File: config.mk
export PLATFORM = sky130hd
export DESIGN_NAME = lkv_queue
export DESIGN_NICKNAME = d
export VERILOG_FILES = /design/src/rtl/core/lkv_pkg.sv /design/src/rtl/core/lkv_queue.sv
export SDC_FILE = /design/constraint.sdc
export NUM_CORES = 1
export LEC_CHECK = 0
export ABC_AREA = 1
export BUFFER_PORTS_ARGS = -buffer_cell sky130_fd_sc_hd__clkbuf_2
export CAP_MARGIN = 15
export CORE_AREA = 3 3 326 328
export CTS_BUF_LIST = sky130_fd_sc_hd__clkbuf_8 sky130_fd_sc_hd__clkbuf_16
export CTS_CLUSTER_DIAMETER = 50
export DETAILED_ROUTE_END_ITERATION = 6
export DIE_AREA = 0 0 329 331
export PLACE_DENSITY = 0.63
export SLEW_MARGIN = 20
export SYNTH_ARGS = -nofsm -noshare
export SYNTH_HDL_FRONTEND = slang
export SYNTH_SLANG_ARGS = --single-unit
File: constraint.sdc
create_clock -name clk -period 21.5 [get_ports clk]
set_input_delay 4.3 -clock clk [delete_from_list [all_inputs] [get_ports clk]]
set_output_delay 4.3 -clock clk [all_outputs]
set_load 0.1 [all_outputs]
File: src/rtl/core/lkv_pkg.sv
// ----------------------------------------------------------------------------
// lkv_pkg
// Shared types, constants and helpers of the look-at view matrix block.
// ----------------------------------------------------------------------------
package lkv_pkg;

  localparam int LKV_FRAC_BITS  = 16;
  localparam int LKV_ALIGN_W    = 30;  // normalized magnitude width
  localparam int LKV_SQRT_STEPS = 31;  // root bits of a 62-bit sum
  localparam int LKV_QDEPTH     = 2;

  localparam logic [1:0] LKV_COL_LAST = 2'd3;

  typedef struct packed {
    logic             degen;
    logic [2:0][31:0] s;
    logic [2:0][31:0] v;
    logic [2:0][31:0] nf;
    logic [2:0][31:0] t;
    logic [31:0]      corner;
  } lkv_mat_t;

  function automatic logic [31:0] lkv_sat32(input logic signed [63:0] x);
    logic [31:0] r;
    if (x > 64'sh0000_0000_7fff_ffff) begin
      r = 32'h7fff_ffff;
    end else if (x < -64'sh0000_0000_8000_0000) begin
      r = 32'h8000_0000;
    end else begin
      r = x[31:0];
    end
    return r;
  endfunction

endpackage

File: src/rtl/core/lkv_queue.sv
// ----------------------------------------------------------------------------
// lkv_queue
// Short queue of finished matrices between the front and the column emitter.
// ----------------------------------------------------------------------------
module lkv_queue
  import lkv_pkg::*;
(
  input  logic     clk,
  input  logic     rst,
  input  logic     push,
  input  lkv_mat_t wdata,
  input  logic     pop,
  output lkv_mat_t rdata,
  output logic     full,
  output logic     empty
);

  localparam int PW = (LKV_QDEPTH > 1) ? $clog2(LKV_QDEPTH) : 1;
  localparam int NW = $clog2(LKV_QDEPTH + 1);

  lkv_mat_t        mem [LKV_QDEPTH];
  logic [PW-1:0]   wptr, rptr;
  logic [NW-1:0]   count;

  assign full  = count == NW'(LKV_QDEPTH);
  assign empty = count == '0;
  assign rdata = mem[rptr];

  always_ff @(posedge clk) begin
    if (rst) begin
      wptr  <= '0;
      rptr  <= '0;
      count <= '0;
    end else begin
      if (push) begin
        wptr <= (wptr == PW'(LKV_QDEPTH - 1)) ? '0 : wptr + 1'b1;
      end
      if (pop) begin
        rptr <= (rptr == PW'(LKV_QDEPTH - 1)) ? '0 : rptr + 1'b1;
      end
      if (push && !pop) begin
        count <= count + 1'b1;
      end else if (pop && !push) begin
        count <= count - 1'b1;
      end
    end
  end

  always_ff @(posedge clk) begin
    if (push) begin
      mem[wptr] <= wdata;
    end
  end

endmodule

== Word-level counts from Yosys, hierarchy flattened ==
Memories as Yosys holds them, arrays and structs flattened. A register that Yosys moved wholly into a read port is not among the register bits.
Index checks and enable logic that the tools add are counted.

* Register bits: 4
* Memory bits (writable): 834
* Output and inout bits: 419
* Logic and storage cells: 23
* Memories: 1

{| class="wikitable"
|+ Memory list
! name !! depth !! bits a word !! read ports !! clocked after memory_dff !! wr ports !! line !! text
|-
| mem || 2 || 417 || 1 || 1 || 1 || lkv_queue.sv:21 || <nowiki>lkv_mat_t mem [LKV_QDEPTH];</nowiki>
|}

* $add $sub $neg: 4
* Equality and inequality tests: 1
* Muxes and demuxes: 8
* Reduce and logical (&&, ||, !) cells: 6

{| class="wikitable"
|+ Operators by type and width
! cell !! count
|-
| 2-to-1 mux 1 bit || 6
|-
| 2-to-1 mux 2 bit || 2
|-
| adder 1 bit, second input constant || 2
|-
| adder 2 x 1 -> 2 bit, second input constant || 1
|-
| == test 2 bit, second input constant || 1
|-
| logical AND 1 bit || 2
|-
| zero test 1 bit || 2
|-
| zero test 2 bit || 1
|-
| nonzero test 2 bit || 1
|-
| subtractor 2 x 1 -> 2 bit, second input constant || 1
|}

== Depth between registers and ports, before layout ==
Gate-level depths: netlist of the first run.

* Word-level depth: 4
* Gate-level depth with buffers: 8

== Worst setup path after synthesis of the first run ==
OpenSTA, ideal clock, no wires.

* Kind: input to register
* From: in push
* To: mem mem[0][0] (netlist name) (enable)
* Setup time: 1.218 ns
* Arrival time: 21.750 ns
* Required time: 20.282 ns
* Slack: -1.468 ns
* Stages: 2
* Path through: inv_1 nor2_1

* Cells in the longest elaborated chain, start to end: 2

{| class="wikitable"
|+ RTL lines
! element !! line !! text
|-
| from (decl) || lkv_queue.sv:10 || <nowiki>input logic push,</nowiki>
|-
| 2-to-1 mux 1 bit || lkv_queue.sv:50 || <nowiki>if (push) begin</nowiki>
|-
| 2-to-1 mux 1 bit (implied by the code) || lkv_queue.sv:51 || <nowiki>mem[wptr] <= wdata;</nowiki>
|-
| to (decl) || lkv_queue.sv:21 ||
|}

Every way passes these cells.

==> results.md, run 1 <==
- Yosys reg bits: 839
- WHS Path Cells: 2
- Maximum operating frequency: 105.2 MHz
- Crit start category: flop
- Setup Viol. Count Final: 0
- R2R Path Start: wptr
- Clk_lat worst skew: 660 ps
- Leak Pwr: 14.99 nW
- Port Buffers: 839
- Syn_area_per_cell: 23.06 µm²
- Gr usage total: 12.85%
- Commonest non-fill, non-tap cell in the layout: clkbuf_2
- # DRC: 0
- Post-Syn Area: 30670 µm²
- Post-route clock period utilization: 44.19%
- Placeable Area: 103500 µm²
- RSZ-0062 raised after global routing: no
- Die area: 108900 µm²
- Total power: 4.382 mW
- Post-CTS Hold Fix Bufs: 0
- Pin count of the biggest net entering global routing: 171
- Share of cells above drive strength 1: 61.04%
- CTS Root Cell: clkbuf_16
- Sequential area share after synthesis: 81.99%
- Clock slew at reported path FFs: 60 ps
- Post-DP HPWL: 54.34 mm
- Hold Path Class: flop to flop
- Sum Neg Setup Slack: 0 ps
- First-pass GRT wire length: 104.6 mm
- TritonRoute pass-1 iters: 4
- Die X: 329 µm
- Worst vdd ir: 74.37 µV
- Pwr per Cell Area: 111.0 nW/µm²
- Num CTS Buffers: 93
- Post-DP Area: 36420 µm²
- Routed WL: 74.30 mm
- Number of global-route vias before repair: 16810
- H-tree levels: 3
- Relative max-transition margin: 25.91%
- Post-CTS Resized: 0
- Hold_ws: 525.8 ps
- Share of the synthesized area in the top cell type: 81.67%
- Initial antenna violation count: 19
- 1st-iter DRT viols: 852
- Die height: 331 µm
- Number of vias per cell: 4.284
- Most used DFF post-synth: edfxtp_1
- Grt total ovfl: 0
- Synth unique cells: 16
- Post-layout util: 38.13%
- Top cells by area, synth: edfxtp_1 (82%), mux2_2 (12%), mux2_4 (4.9%)
- Post-synth EDFFs: 834
- Final hold vios: 0
- Syn Inst Count: 1330
- Antenna viol nets, final: 0
- Min-delay src: rptr
- Worst-Margin Slew: 1111 ps
- Crit path required time: 17200 ps
- # rows: 118
- Outcome: completed
- Final #Nets: 2656
- Synth warn: 0
- Yosys top cell by area: edfxtp_1
- Reg2reg end: mem[1][308]
- CTS sink cnt: 839
- Routability cong.: 0.8551
- Max-slew violations: 0
- Post-synthesis net count: 1752
- Min cycle time layout: 9502 ps
- CP Capture Type: primary output
- Most frequent cells in the layout: clkbuf_2 (839), edfxtp_1 (834), mux2_2 (317), mux2_4 (100), clkbuf_16 (93)
- Clk_skew: 27.48 ps
- Kind of critical path: flop to primary output
- CTS tree: done
- Initial Util: 29.63%
- Final non-filler cell area: 39460 µm²
- Via count: 15830
- Post-CTS setup repair buffer count: 0
- Setup slack, reg-to-reg: 17530 ps
- Worst Path Max Fanout: 72
- Worst EP arrival: 5200 ps
- Max-cap violations: 0
- WL per Instance: 20.10 µm
- R2R cell count: 5
- Area growth from synthesis to layout: 28.69%
- Asr flop ratio synth: 0%
- CTS Buffer Depth: 3
- IO Pins: 840
## flip-flops by register name (all words and copies together), names as in the netlist, named ones only
register  flops
mem         834
count         2
rptr          1
wptr          1
## critical path, cell delays in order, from the launching register on
cell and delay [ps]:
dfxtp_4 900, buf_4 960, buf_4 850, buf_4 840, mux2_2 430, clkbuf_2 370
## per-layer routing
| layer | global-route usage [%] | wire length (µm) |
|---|---|---|
| met2 | 22.93 | 38650 |
| met3 | 5.288 | 7280 |
| met4 | 4.885 | 2414 |
| met5 | 0 | 53 |
| met1 | 13.48 | 25890 |
## Yosys cell counts, drive strengths merged, types with 5 or more instances
cell type  instances
edfxtp           834
nor2               7
dfxtp              5
nand2              5
inv                9
buf               46
mux2             417
## through the flow
stage | worst slack [ps] | instances
5_1_grt | 11690 | 3691
3_3_place_gp | 12770 | 3519
6_report | 12000 | 3696
3_5_place_dp | 12620 | 3519
4_1_cts | 11850 | 3685
2_1_floorplan | 5837 | 1330
## kinds of logic (layout without fill, tap and decap cells)
family | count (synthesis) | count (layout) | share of synthesized area, %
flip-flops | 839 | 839 | 81.99
multiplexers | 417 | 417 | 16.54
buffers and inverters | 55 | 1030 | 1.167
AND/OR/NAND/NOR | 15 | 15 | 0.1999
AO/OA/AOI/OAI | 2 | 2 | 0.03261
adder cells (fa/ha/maj) | 1 | 1 | 0.04079
XOR/XNOR | 1 | 1 | 0.02857
other | 0 | 11 | 0
## how the worst max path moves through the flow
stage / start / endpoint / slack (ps) / cells past startpoint
finish: flop / rdata[6] / 12000 / 5
global route: flop / rdata[14] / 11690 / 5
CTS: flop / rdata[262] / 11850 / 5
detailed placement: flop / rdata[262] / 12620 / 5
global placement: flop / rdata[261] / 12770 / 5
floorplan: push / mem[0][0] / 5840 / 2
## area by class of cell
class                           instances  area (µm²)
Inverter                                9       41.29
Clock inverter                         73       689.4
Timing Repair Buffer                  855        4332
Multi-Input combinational cell        436        5171
Fill cell                            9547       64030
Tap cell                             1380        1727
Clock buffer                           93        2327
Antenna cell                           11       27.53
Sequential cell                       839       25150
## power by group
part / internal [mW] / switching (mW) / total (mW) / leakage [nW]
combinational: 0.175 / 0.768 / 0.942 / 5.59
sequential: 1.90 / 0.0236 / 1.92 / 7.87
clock: 0.883 / 0.635 / 1.52 / 1.53
Note: power is estimated with default switching activity, not from simulation.
==> run 2, diff against run 1 <==
--- a/config.mk
+++ b/config.mk
@@ -13,7 +13,7 @@
 export CTS_CLUSTER_DIAMETER = 50
 export DETAILED_ROUTE_END_ITERATION = 6
 export DIE_AREA = 0 0 329 331
-export PLACE_DENSITY = 0.63
+export PLACE_DENSITY = 0.61
 export SLEW_MARGIN = 20
 export SYNTH_ARGS = -nofsm -noshare
 export SYNTH_HDL_FRONTEND = slang
==> constraint.sdc (replaced) <==
create_clock -name clk -period 9.39 [get_ports clk]
set_input_delay 1.878 -clock clk [delete_from_list [all_inputs] [get_ports clk]]
set_output_delay 1.878 -clock clk [all_outputs]
set_load 0.1 [all_outputs]
==> results.md, run 2 (synthesis results as in run 1) <==
- Outcome: completed
- Number of vias per cell: 4.254 (-0.69%)
- Sum Neg Setup Slack: 0 ps (unchanged)
- Max-cap violations: 0 (unchanged)
- Share of cells above drive strength 1: 60.94% (-0.096 points)
- Post-CTS Hold Fix Bufs: 0 (unchanged)
- CTS Buffer Depth: 3 (unchanged)
- Clk_lat worst skew: 650 ps (about the same)
- CP Capture Type: primary output
- Commonest non-fill, non-tap cell in the layout: clkbuf_2
- Post-layout util: 38.21% (+0.081 points)
- CTS sink cnt: 839 (unchanged)
- Die height: 331 µm (unchanged)
- Final #Nets: 2655 (-0.038%)
- WL per Instance: 19.30 µm (-4.0%)
- Slowest stage cell, crit path: dfxtp_4
- Initial Util: 29.63% (unchanged)
- Worst Path Max Fanout: 138 (+92%)
- Reg2reg end: mem[1][286]
- Worst setup margin: 3748 ps (-8250 ps)
- Antenna viol nets, final: 0 (unchanged)
- Setup Viol. Count Final: 0 (unchanged)
- Max reg flops: 834 (unchanged)
- Post-route clock period utilization: 60.09%
- Kind of critical path: flop to primary output
- Min cycle time layout: 5642 ps
- Switching pwr: 3.246 mW (+130%)
- H-tree levels: 3 (unchanged)
- RSZ-0062 raised after global routing: no
- Largest Register: mem
- Routability cong.: 0.8527 (-0.28%)
- Hold EP: rptr
- First-pass GRT wire length: 101.9 mm (-2.6%)
- Post-CTS setup repair buffer count: 0 (unchanged)
- R2R Path Start: wptr
- Largest registers: mem (834), count (2)
- Clock power frac: 35.0% (+0.4 points)
- Via count: 15700 (-0.83%)
- Number of global-route vias before repair: 16830 (+0.14%)
- IO Pins: 840 (unchanged)
- Pin count of the biggest net entering global routing: 159 (-7.0%)
- Final hold vios: 0 (unchanged)
- Initial antenna violation count: 4 (-15)
- CTS Root Cell: clkbuf_16
- CP cell instances: buf_12 -> buf_4 -> mux2_2 -> clkbuf_2
- Crit-path max cell delay: 910 ps (-50 ps)
- Post-DP HPWL: 49.91 mm (-8.1%)
- Die X: 329 µm (unchanged)
- Routed WL: 71.25 mm (-4.1%)
- Clk_skew: 20.67 ps (-6.811 ps)
- Gr usage total: 12.35% (-0.50 points)
- Maximum operating frequency: 177.2 MHz
- Area growth from synthesis to layout: 28.96%
- # rows: 118 (unchanged)
- Setup slack, reg-to-reg: 6650 ps (-10880 ps)
- R2R cell count: 4 (-1)
- Worst-Margin Slew: 1112 ps (+0.8383 ps)
- Grt total ovfl: 0 (unchanged)
- Port Buffers: 839 (unchanged)
- Post-place setup slack: 4438 ps (-8185 ps)
- Hold Path Class: flop to flop
- TritonRoute pass-1 iters: 4 (unchanged)
- Worst EP arrival: 3760 ps (-1440 ps)
- Pwr per Cell Area: 255.0 nW/µm² (+130%)
- Net Sw Frac: 32.18% (-0.36 points)
- Internal power: 6.840 mW (+130%)
- Min-delay src: rptr
- Crit path required time: 7510 ps (-9690 ps)
- # DRC: 0 (unchanged)
- Crit start category: flop
- Relative max-transition margin: 25.85% (-0.056 points)
- Placeable Area: 103500 µm² (unchanged)
- Most frequent cells in the layout: clkbuf_2 (839), edfxtp_1 (834), mux2_2 (317), mux2_4 (100), clkbuf_16 (96)
- Post-CTS Resized: 0 (unchanged)
- Reg power frac: 43.6% (-0.3 points)
- Leak Pwr: 15.03 nW (+0.25%)
- Clock slew at reported path FFs: 60 ps (about the same)
- Post-DP Area: 36460 µm² (+0.12%)
- Logic pwr share: 21.4% (about the same)
- 1st-iter DRT viols: 913 (+7.2%)
- Hold_ws: 523.7 ps (-2.071 ps)
- Num CTS Buffers: 93 (unchanged)
- CTS tree: done
- Max-slew violations: 0 (unchanged)
- Worst vdd ir: 189.3 µV (+150%)
- WHS Path Cells: 2 (unchanged)
- Die area: 108900 µm² (unchanged)
- Final non-filler cell area: 39550 µm² (+0.21%)
==> run 2: metal layers <==
metal / part of all wire [%] / vias to the layer above / global-route usage, %
li1: - / 7155 / -
met1: 35 / 7757 / 13.00
met2: 52 / 650 / 21.74
met3: 9.3 / 141 / 4.524
met4: 3.9 / 0 / 6.160
met5: 0 / - / 0
==> run 2: area by class of cell <==
type / instances / area (µm²)
sequential: 839 / 25150
timing repair buffer: 854 / 4407
tap: 1380 / 1727
multi-input combinational: 436 / 5171
inverter: 9 / 37.54
clock inverter: 73 / 644.4
fill: 9603 / 63950
clock buffer: 96 / 2402
antenna: 4 / 10.01
==> run 2: through the flow <==
stage,total power [mW],instances
6_report,10.09,3691
2_1_floorplan,6.299,1330
5_1_grt,10.44,3690
4_1_cts,10.22,3686
3_5_place_dp,6.651,3517
3_3_place_gp,6.624,3517
==> run 2: worst max path at each step <==
stage / start / end / slack [ps] / cells past startpoint
after floorplan: push / mem[1][0] / 770 / 2
after global placement: flop / rdata[394] / 4510 / 4
after detailed placement: flop / rdata[393] / 4440 / 4
after CTS: flop / rdata[393] / 3680 / 4
after global routing: flop / rdata[393] / 3580 / 4
final: flop / rdata[393] / 3750 / 4
==> run 2: power groups by stage <==
| stage | registers (mW) | clock network, mW | logic (mW) |
|---|---|---|---|
| 5_1_grt | 4.42 | 3.80 | 2.22 |
| 6_report | 4.40 | 3.53 | 2.16 |
| 2_1_floorplan | 4.49 | 0 | 1.80 |
| 3_5_place_dp | 4.48 | 0 | 2.17 |
| 3_3_place_gp | 4.47 | 0 | 2.16 |
| 4_1_cts | 4.40 | 3.64 | 2.17 |
==> run 2: worst max-delay path: cells and delay by family, from the launching register on <==
kind                   cells  cell delay (ps)
multiplexers               1              400
flip-flops                 1              910
buffers and inverters      3             1380
