### src/rtl/core/lkv_pkg.sv
// ----------------------------------------------------------------------------
// lkv_pkg
// Shared types, constants and helpers of the look-at view matrix block.
// ----------------------------------------------------------------------------
package lkv_pkg;

  localparam int LKV_FRAC_BITS  = 16;
  localparam int LKV_ALIGN_W    = 30;  // normalized magnitude width
  localparam int LKV_SQRT_STEPS = 31;  // root bits of a 62-bit sum
  localparam int LKV_QDEPTH     = 2;

  localparam logic [1:0] LKV_COL_LAST = 2'd3;

  typedef struct packed {
    logic             degen;
    logic [2:0][31:0] s;
    logic [2:0][31:0] v;
    logic [2:0][31:0] nf;
    logic [2:0][31:0] t;
    logic [31:0]      corner;
  } lkv_mat_t;

  function automatic logic [31:0] lkv_sat32(input logic signed [63:0] x);
    logic [31:0] r;
    if (x > 64'sh0000_0000_7fff_ffff) begin
      r = 32'h7fff_ffff;
    end else if (x < -64'sh0000_0000_8000_0000) begin
      r = 32'h8000_0000;
    end else begin
      r = x[31:0];
    end
    return r;
  endfunction

endpackage

### src/rtl/core/lkv_back.sv
// ----------------------------------------------------------------------------
// lkv_back
// Emits the queued matrix as four column transactions through an output register.
// ----------------------------------------------------------------------------
module lkv_back
  import lkv_pkg::*;
(
  input  logic        clk,
  input  logic        rst,
  input  lkv_mat_t    head,
  input  logic        empty,
  output logic        pop,
  input  logic        stall,
  output logic        valid,
  output logic [1:0]  col_index,
  output logic [31:0] entry_row0,
  output logic [31:0] entry_row1,
  output logic [31:0] entry_row2,
  output logic [31:0] entry_row3,
  output logic        last_col,
  output logic        degenerate
);

  logic       load;
  logic [1:0] cnt;

  assign load = !valid || !stall;
  assign pop  = load && !empty && (cnt == LKV_COL_LAST);

  always_ff @(posedge clk) begin
    if (rst) begin
      valid <= 1'b0;
      cnt   <= '0;
    end else if (load) begin
      valid <= !empty;
      if (!empty) begin
        cnt <= cnt + 1'b1;
      end
    end
  end

  always_ff @(posedge clk) begin
    if (load && !empty) begin
      col_index  <= cnt;
      last_col   <= cnt == LKV_COL_LAST;
      degenerate <= head.degen;
      if (cnt == LKV_COL_LAST) begin
        entry_row0 <= head.t[0];
        entry_row1 <= head.t[1];
        entry_row2 <= head.t[2];
        entry_row3 <= head.corner;
      end else begin
        entry_row0 <= head.s[cnt];
        entry_row1 <= head.v[cnt];
        entry_row2 <= head.nf[cnt];
        entry_row3 <= '0;
      end
    end
  end

  a_last_flag: assert property (@(posedge clk) disable iff (rst)
    valid |-> (last_col == (col_index == LKV_COL_LAST)))
    else $error("last_col out of step with col_index");

  a_col_next: assert property (@(posedge clk) disable iff (rst)
    valid && !stall && !last_col |=> valid && (col_index == 2'($past(col_index) + 2'd1)))
    else $error("column sequence broken inside a matrix");

  a_degen_hold: assert property (@(posedge clk) disable iff (rst)
    valid && !stall && !last_col |=> degenerate == $past(degenerate))
    else $error("degenerate flag changed inside a matrix");

  a_degen_zero: assert property (@(posedge clk) disable iff (rst)
    valid && degenerate |-> entry_row0 == '0 && entry_row1 == '0 &&
                            entry_row2 == '0 && entry_row3 == '0)
    else $error("degenerate matrix with nonzero entry");

endmodule

### config.mk
export PLATFORM = sky130hd
export DESIGN_NAME = lkv_back
export DESIGN_NICKNAME = d
export VERILOG_FILES = /design/src/rtl/core/lkv_pkg.sv /design/src/rtl/core/lkv_back.sv
export SDC_FILE = /design/constraint.sdc
export NUM_CORES = 1
export LEC_CHECK = 0
export BUFFER_PORTS_ARGS = -buffer_cell sky130_fd_sc_hd__buf_2
export CORE_AREA = 8 8 207 209
export DETAILED_ROUTE_END_ITERATION = 10
export DIE_AREA = 0 0 215 217
export PLACE_DENSITY = 0.56
export SYNTH_ARGS = -nofsm -noshare
export SYNTH_HDL_FRONTEND = slang
export SYNTH_SLANG_ARGS = --single-unit
### constraint.sdc
create_clock -name clk -period 10.3 [get_ports clk]
set_input_delay 0.515 -clock clk [delete_from_list [all_inputs] [get_ports clk]]
set_output_delay 0.515 -clock clk [all_outputs]
set_load 0.1 [all_outputs]
Yosys cells after proc, flatten, opt, wreduce, memory -nomap -nowiden
Index checks and enable logic that the tools add are counted.
{"block": "word_totals", "reg_bits": 135, "latchBits": 0, "ramBits": 0, "mem_bits_ro": 0, "in_bits": 421, "output_inout_bits": 134, "word_cells": 29, "memories": 0}
{"block": "classes", "add_sub_neg": 1, "n_mul": 0, "div_mod_pow": 0, "n_lt_le_gt_ge": 1, "eq_ne": 1, "n_shift": 0, "n_mux": 9, "n_bitwise": 1, "n_reduce_logical": 7}
{"cell": "$bmux W32 S2", "n": 3}
{"cell": "$mux W32", "n": 6}
{"cell": "$logic_not A1 Y1", "n": 3}
{"cell": "$lt A2 B3 Y1 const B", "n": 1}
{"cell": "$add A2 B1 Y2 const B", "n": 1}
{"cell": "$eq A2 B2 Y1 const B", "n": 1}
{"cell": "$logic_and A1 B1 Y1", "n": 2}
{"cell": "$reduce_and A2 Y1", "n": 1}
{"cell": "$logic_or A1 B1 Y1", "n": 1}
{"cell": "$not A1 Y1", "n": 1}

Depth between registers and ports, before layout
Gate-level depths: netlist of run 1.
{"block": "depth", "word_depth": 4, "ltp_mapped": 5, "depth_no_buf": 3}

Least setup slack after synthesis of run 1
Ideal clock, no wire load.
{"block": "synth_path", "path_type": "reg-to-output", "from": "register valid", "to": "output pop", "arrival_ns": 8.486, "t_required_ns": 9.785, "slack_ns": 1.299, "path_stages_with_launch": 3, "n_path_buf": 0, "cell_sequence": "dfxtp_1 -> a21oi_1 -> and2_1"}
{"block": "synth_between", "elab_chain_cells": 4}
{"element": "start: declaration", "line_no": "lkv_back.sv:14", "text": "output logic valid,"}
{"element": "start signal: assignment", "line_no": "lkv_back.sv:35", "text": "valid <= !empty;"}
{"element": "$logic_not A1 Y1", "line_no": "lkv_back.sv:27", "text": "assign load = !valid || !stall;"}
{"element": "$logic_or A1 B1 Y1", "line_no": "lkv_back.sv:27"}
{"element": "$logic_and A1 B1 Y1 (2 in a row)", "line_no": "lkv_back.sv:28", "text": "assign pop = load && !empty && (cnt == LKV_COL_LAST);"}
{"element": "end: declaration", "line_no": "lkv_back.sv:12", "text": "output logic pop,"}
No other way between the ends.

Worst setup path in the final report of run 1
{"block": "layout_path", "from": "register cnt[0]", "to": "output pop"}
{"block": "layout_between", "elab_chain_cells": 2}
{"element": "start: declaration", "line_no": "lkv_back.sv:25", "text": "logic [1:0] cnt;"}
{"element": "start signal: assignment", "line_no": "lkv_back.sv:37", "text": "cnt <= cnt + 1'b1;"}
{"element": "$eq A2 B2 Y1", "line_no": "lkv_back.sv:28"}
{"element": "$logic_and A1 B1 Y1", "line_no": "lkv_back.sv:28"}
No other way between the ends.

==> impl_metrics.env, run 1 <==
export IMPL_endpoint_kind="primary output"
export IMPL_cts_buffers=17
export IMPL_cts_resized=0
export IMPL_rr_worst_depth=4
export IMPL_synth_nets=958
export IMPL_skew_ns=0.01181
export IMPL_synth_simple_area_share_pct=15.80
export IMPL_drv_cap=0
export IMPL_crit_arrival_ns=2.69
export IMPL_dr_pass1_iters=5
export IMPL_fin_crit_sh_pct=31.13
export IMPL_die_y_um=217
export IMPL_stdcell_area_um2=11810
export IMPL_synth_area_mux_share_pct=16.99
export IMPL_fin_tns_setup_ns=0
export IMPL_reg2reg_slack_ns=7.33
export IMPL_fill_cells=4164
export IMPL_placedCellCount=1558
export IMPL_start_kind="flip-flop"
export IMPL_p_leak_uw=0.005258
export IMPL_fp_dieW_um=215
export IMPL_yosysUniqueCellTypes=20
export IMPL_layout_cells_non_filler=1591
export IMPL_clk_pin_slew_ns=0.06
export IMPL_power_density_nw_per_um2=174.5
export IMPL_layout_nets=1475
export IMPL_die_area_um2=46660
export IMPL_combPwrFrac_pct=35.6
export IMPL_htreeDepth=4
export IMPL_ys_seq_area_share_pct=50.07
export IMPL_row_count=73
export IMPL_finalSetupViolCount=0
export IMPL_synthesis_area_um2=8036
export IMPL_numPortBuffers=554
export IMPL_grt_use_met2_pct=23.43
export IMPL_final_common_cell="buf_2"
export IMPL_cts_tree="done"
export IMPL_hold_path_class="in -> reg"
export IMPL_worstPathRequired_ns=9.79
export IMPL_finalHoldViolations=0
export IMPL_viasPerCell=4.483
export IMPL_rsz0062_at_grt="no"
export IMPL_r2r_start="cnt[0]"
export IMPL_antenna_found_initial=2
export IMPL_hp_start="head[416]"
export IMPL_ir_drop_mv=0.1118
export IMPL_clock_sinks=135
export IMPL_cts_setup_buffers=0
export IMPL_syn2layout_area_growth_pct=46.96
export IMPL_worst_hold_slack_ns=0.2453
export IMPL_tightest_slew_ns=1.265
export IMPL_grt_usage_pct=13.59
export IMPL_p_sw_uw=788.7
export IMPL_synth_avg_cell_area_um2=15.02
export IMPL_route_detailed_drc=0
export IMPL_slew_headroom_pct=15.69
export IMPL_timing_rr_end="entry_row2[7]"
export IMPL_use_met1_pct=14.99
export IMPL_core_area_um2=39460
export IMPL_io_pins=555
export IMPL_post_drt_wl_per_cell_um=21.03
export IMPL_ctsHoldBuffers=0
export IMPL_clock_latency_ns=0.45
export IMPL_drive_gt1_share_pct=68.26
export IMPL_place_gp_congestion=0.7849
export IMPL_p_int_uw=1272
export IMPL_worst_setup_path_type="reg -> out"
export IMPL_finalWirelength_mm=33.46
export IMPL_pwr_share_clk_pct=31.1
export IMPL_drtIter0Drc=512
export IMPL_outcome="complete, no violations"
export IMPL_synth_compound_area_share_pct=12.08
export IMPL_synth_xor_xnor_area_share_pct=0
export IMPL_synth_adder_area_share_pct=0.3114
export IMPL_grt_pass1_vias=7602
export IMPL_placed_area_um2=11210
export IMPL_yosys_warnings=0
export IMPL_p_sw_share_pct=38.28
export IMPL_layout_min_cycle_time_ns=3.206
export IMPL_crit_path_max_fanout=68
export IMPL_start_util_pct=20.37
export IMPL_drtAntennaViolNets=0
export IMPL_seq_power_share_pct=33.4
export IMPL_max_freq_mhz=311.9
export IMPL_hpwl_mm=25.79
export IMPL_syn_inst=535
export IMPL_grt_pass1_wl_mm=48.33
export IMPL_grt_use_met3_pct=5.423
export IMPL_layout_common_cells="buf_2, edfxtp_1, a221o_1"
export IMPL_hold_path_end="degenerate"
export IMPL_gr_total_overflow=0
export IMPL_clockBufferDepth=2
export IMPL_root_buffer="clkbuf_16"
export IMPL_vias=7132
export IMPL_slew_viol_final=0
export IMPL_top_usage_layer="met2"
export IMPL_grt_max_degree=100
export IMPL_synth_seq_cells=135
export IMPL_min_path_cells=1
export IMPL_synth_top_family_by_area="multiplexers"
## power by group through the flow
stage	registers (uW)	clock network, uW	logic (uW)
detailed placement	700	0	738
global route	693	679	765
global placement	699	0	732
floorplan	1060	0	211
CTS	689	662	738
finish	688	640	733
## cells by family after synthesis
kind of cell,count (synthesis)
compound gates,98
fa+ha+maj,2
buf+inv,67
flops,135
mux,98
simple gates,135
## worst max-delay path: stages (launching register included)
cell	delay, ns
dfxtp_4	0.36
buf_4	0.69
ha_1	0.28
buf_4	0.29
and2_1	0.19
buf_2	0.43
## layout make-up
class	count	area, um^2	area share [%]
multi-input cells	333	3662	31.01
diodes	1	2.502	0.02119
repair buffers	565	2855	24.18
clock buffers	18	429.2	3.634
flip-flops and latches	135	4031	34.13
clock inverters	14	172.7	1.462
well taps	525	656.9	5.562
## synth_stat cells, drive strengths merged
master  instances  area [um^2]
buf            21        209.0
nand2           1        3.750
and4bb         29        362.9
ha              2        25.02
nor4bb         67        670.6
edfxtp        132         3964
clkbuf         46        172.7
mux2           97         1355
nand2b          2        12.51
and2           33        206.5
a21oi           2        10.01
dfxtp           3        60.06
mux2i           1        10.01
a221o          96        960.9
nor2b           1        6.260
nor2            2        7.510
## metal layers
layer  wire [um]  vias to the layer above
met1       12950                     3413
met4         729                        2
met3        2939                       41
li1            -                     3306
met5          13                        -
met2       16830                      370
## through the flow
stage          setup slack, ns  utilization (%)  power (uW)
6_report                 7.094            29.93        2060
5_1_grt                  6.855            29.93        2137
4_1_cts                  6.945            29.92        2089
3_5_place_dp             7.326            28.40        1438
3_3_place_gp             7.385            28.40        1431
2_1_floorplan            1.299                -        1274
## how the worst max path moves through the flow
| stage | slack (ns) | startpoint | cells after the start | end |
|---|---|---|---|---|
| 6_report | 7.09 | cnt[0] | 5 | pop |
| 5_1_grt | 6.86 | cnt[0] | 5 | pop |
| 4_1_cts | 6.94 | cnt[0] | 5 | pop |
| 3_5_place_dp | 7.33 | cnt[0] | 4 | entry_row2[11] |
| 3_3_place_gp | 7.38 | cnt[0] | 4 | entry_row2[11] |
| 2_1_floorplan | 1.30 | valid | 2 | pop |
## flip-flops by register name (all words and copies together) (netlist names)
register    flops
cnt             2
col_index       2
degenerate      1
entry_row0     32
entry_row1     32
entry_row2     32
entry_row3     32
last_col        1
valid           1
No activity file was read; power rests on OpenSTA's default activity.
==> inputs of run 2 (changes only) <==
==> constraint.sdc (replaced) <==
create_clock -name clk -period 3.23 [get_ports clk]
set_input_delay 0.1615 -clock clk [delete_from_list [all_inputs] [get_ports clk]]
set_output_delay 0.1615 -clock clk [all_outputs]
set_load 0.1 [all_outputs]
==> impl_metrics.env, run 2 (same netlist as run 1, synthesis figures left out) <==
export IMPL_clock_latency_ns=0.44
export IMPL_hpwl_mm=25.61
export IMPL_layout_nets=1532
export IMPL_grt_max_degree=114
export IMPL_p_int_uw=3920
export IMPL_drtAntennaViolNets=0
export IMPL_max_freq_mhz=414.3
export IMPL_slew_headroom_pct=52.72
export IMPL_slew_viol_final=0
export IMPL_cts_setup_buffers=0
export IMPL_start_kind="flip-flop"
export IMPL_power_density_nw_per_um2=527.0
export IMPL_route_detailed_drc=0
export IMPL_post_drt_wl_per_cell_um=20.00
export IMPL_dr_pass1_iters=6
export IMPL_drtIter0Drc=448
export IMPL_finalSetupViolCount=0
export IMPL_clock_sinks=135
export IMPL_seq_power_share_pct=33.5
export IMPL_tightest_slew_ns=0.7092
export IMPL_final_common_cell="buf_2"
export IMPL_io_pins=555
export IMPL_place_gp_congestion=0.8075
export IMPL_layout_min_cycle_time_ns=2.414
export IMPL_pwr_share_clk_pct=29.7
export IMPL_worst_hold_slack_ns=0.03102
export IMPL_core_area_um2=39460
export IMPL_fin_tns_setup_ns=0
export IMPL_htreeDepth=4
export IMPL_start_util_pct=20.37
export IMPL_rsz0062_at_grt="no"
export IMPL_clockBufferDepth=2
export IMPL_cts_tree="done"
export IMPL_drive_gt1_share_pct=65.51
export IMPL_cts_buffers=17
export IMPL_die_y_um=217
export IMPL_crit_path_max_fanout=86
export IMPL_critical_path_max_stage_delay_ns=0.42
export IMPL_fin_crit_sh_pct=74.73
export IMPL_skew_ns=0.007424
export IMPL_combPwrFrac_pct=36.7
export IMPL_n_antenna_cell=0
export IMPL_p_sw_uw=2627
export IMPL_hold_path_class="in -> reg"
export IMPL_fp_dieW_um=215
export IMPL_gr_total_overflow=0
export IMPL_crit_path_cell_trace="buf_12, ha_1, buf_4, and2_2, buf_2"
export IMPL_drv_cap=0
export IMPL_cp_slowest_cell="buf_2"
export IMPL_finalWirelength_mm=32.94
export IMPL_crit_arrival_ns=2.25
export IMPL_endpoint_kind="primary output"
export IMPL_grt_pass1_wl_mm=48.13
export IMPL_viasPerCell=4.361
export IMPL_die_area_um2=46660
export IMPL_p_leak_uw=0.005516
export IMPL_p_sw_share_pct=40.13
export IMPL_row_count=73
export IMPL_worst_setup_path_type="reg -> out"
export IMPL_antenna_found_initial=2
export IMPL_worstPathRequired_ns=3.07
export IMPL_ir_drop_mv=0.2594
export IMPL_grt_pass1_vias=7892
export IMPL_root_buffer="clkbuf_16"
export IMPL_vias=7182
export IMPL_grt_usage_pct=13.28
export IMPL_finalHoldViolations=0
export IMPL_numPortBuffers=554
export IMPL_layout_common_cells="buf_2, edfxtp_1, a221o_1"
export IMPL_outcome="complete, no violations"
export IMPL_clk_pin_slew_ns=0.07
export IMPL_syn2layout_area_growth_pct=54.57
[run 2: final timing paths]
path	endpoint	slack (ns)	cells past startpoint	from
worst max register to register	entry_row2[6]	1.19	4	cnt[0]
worst min-delay path	entry_row2[13]	0.03	2	head[109]
worst max-delay path	pop	0.82	5	cnt[0]
worst min register to register	cnt[1]	0.71	3	cnt[1]
[run 2: what timing repair did]
item,CTS,global route
hold endpoints to repair,51,0
hold buffers,52,0
resized for setup,0,0
setup endpoints to repair,0,0
[run 2: cell type report]
type	instances	area, um^2
clock buffer	17	425.4
sequential	135	4035
timing repair buffer	622	3488
tap	525	656.9
fill	4044	27040
clock inverter	15	152.6
multi-input combinational	333	3664
[run 2: metal layers]
layer | share of wire, % | up-vias | global-route usage, %
met5 | 0 | - | 0
met4 | 1.4 | 0 | 4.063
met3 | 7.7 | 28 | 4.660
met2 | 52 | 314 | 23.94
met1 | 39 | 3409 | 14.52
li1 | - | 3431 | -
[run 2: power by group through the flow]
| stage | combinational, uW | clock [uW] | sequential (uW) |
|---|---|---|---|
| finish | 2410 | 1940 | 2200 |
| global route | 2500 | 2070 | 2210 |
| CTS | 2420 | 2010 | 2200 |
| detailed placement | 2370 | 0 | 2240 |
| global placement | 2350 | 0 | 2230 |
| floorplan | 674 | 0 | 3370 |
[run 2: through the flow]
step	std cells	setup slack [ns]	utilization (%)	instance area (um^2)	power [uW]
2_1_floorplan	535	-0.4480	-	8053	4047
3_3_place_gp	1563	1.181	28.70	11320	4585
3_5_place_dp	1563	1.151	28.70	11320	4605
4_1_cts	1647	0.7057	31.48	12420	6633
5_1_grt	1647	0.6213	31.48	12420	6788
6_report	1647	0.8163	31.48	12420	6547
[run 2: worst max-delay path, delay by kind of cell, from the launching register on]
kind / cells / cell delay [ns]
flops: 1 / 0.39
buf+inv: 3 / 1.00
fa+ha+maj: 1 / 0.23
simple gates: 1 / 0.18
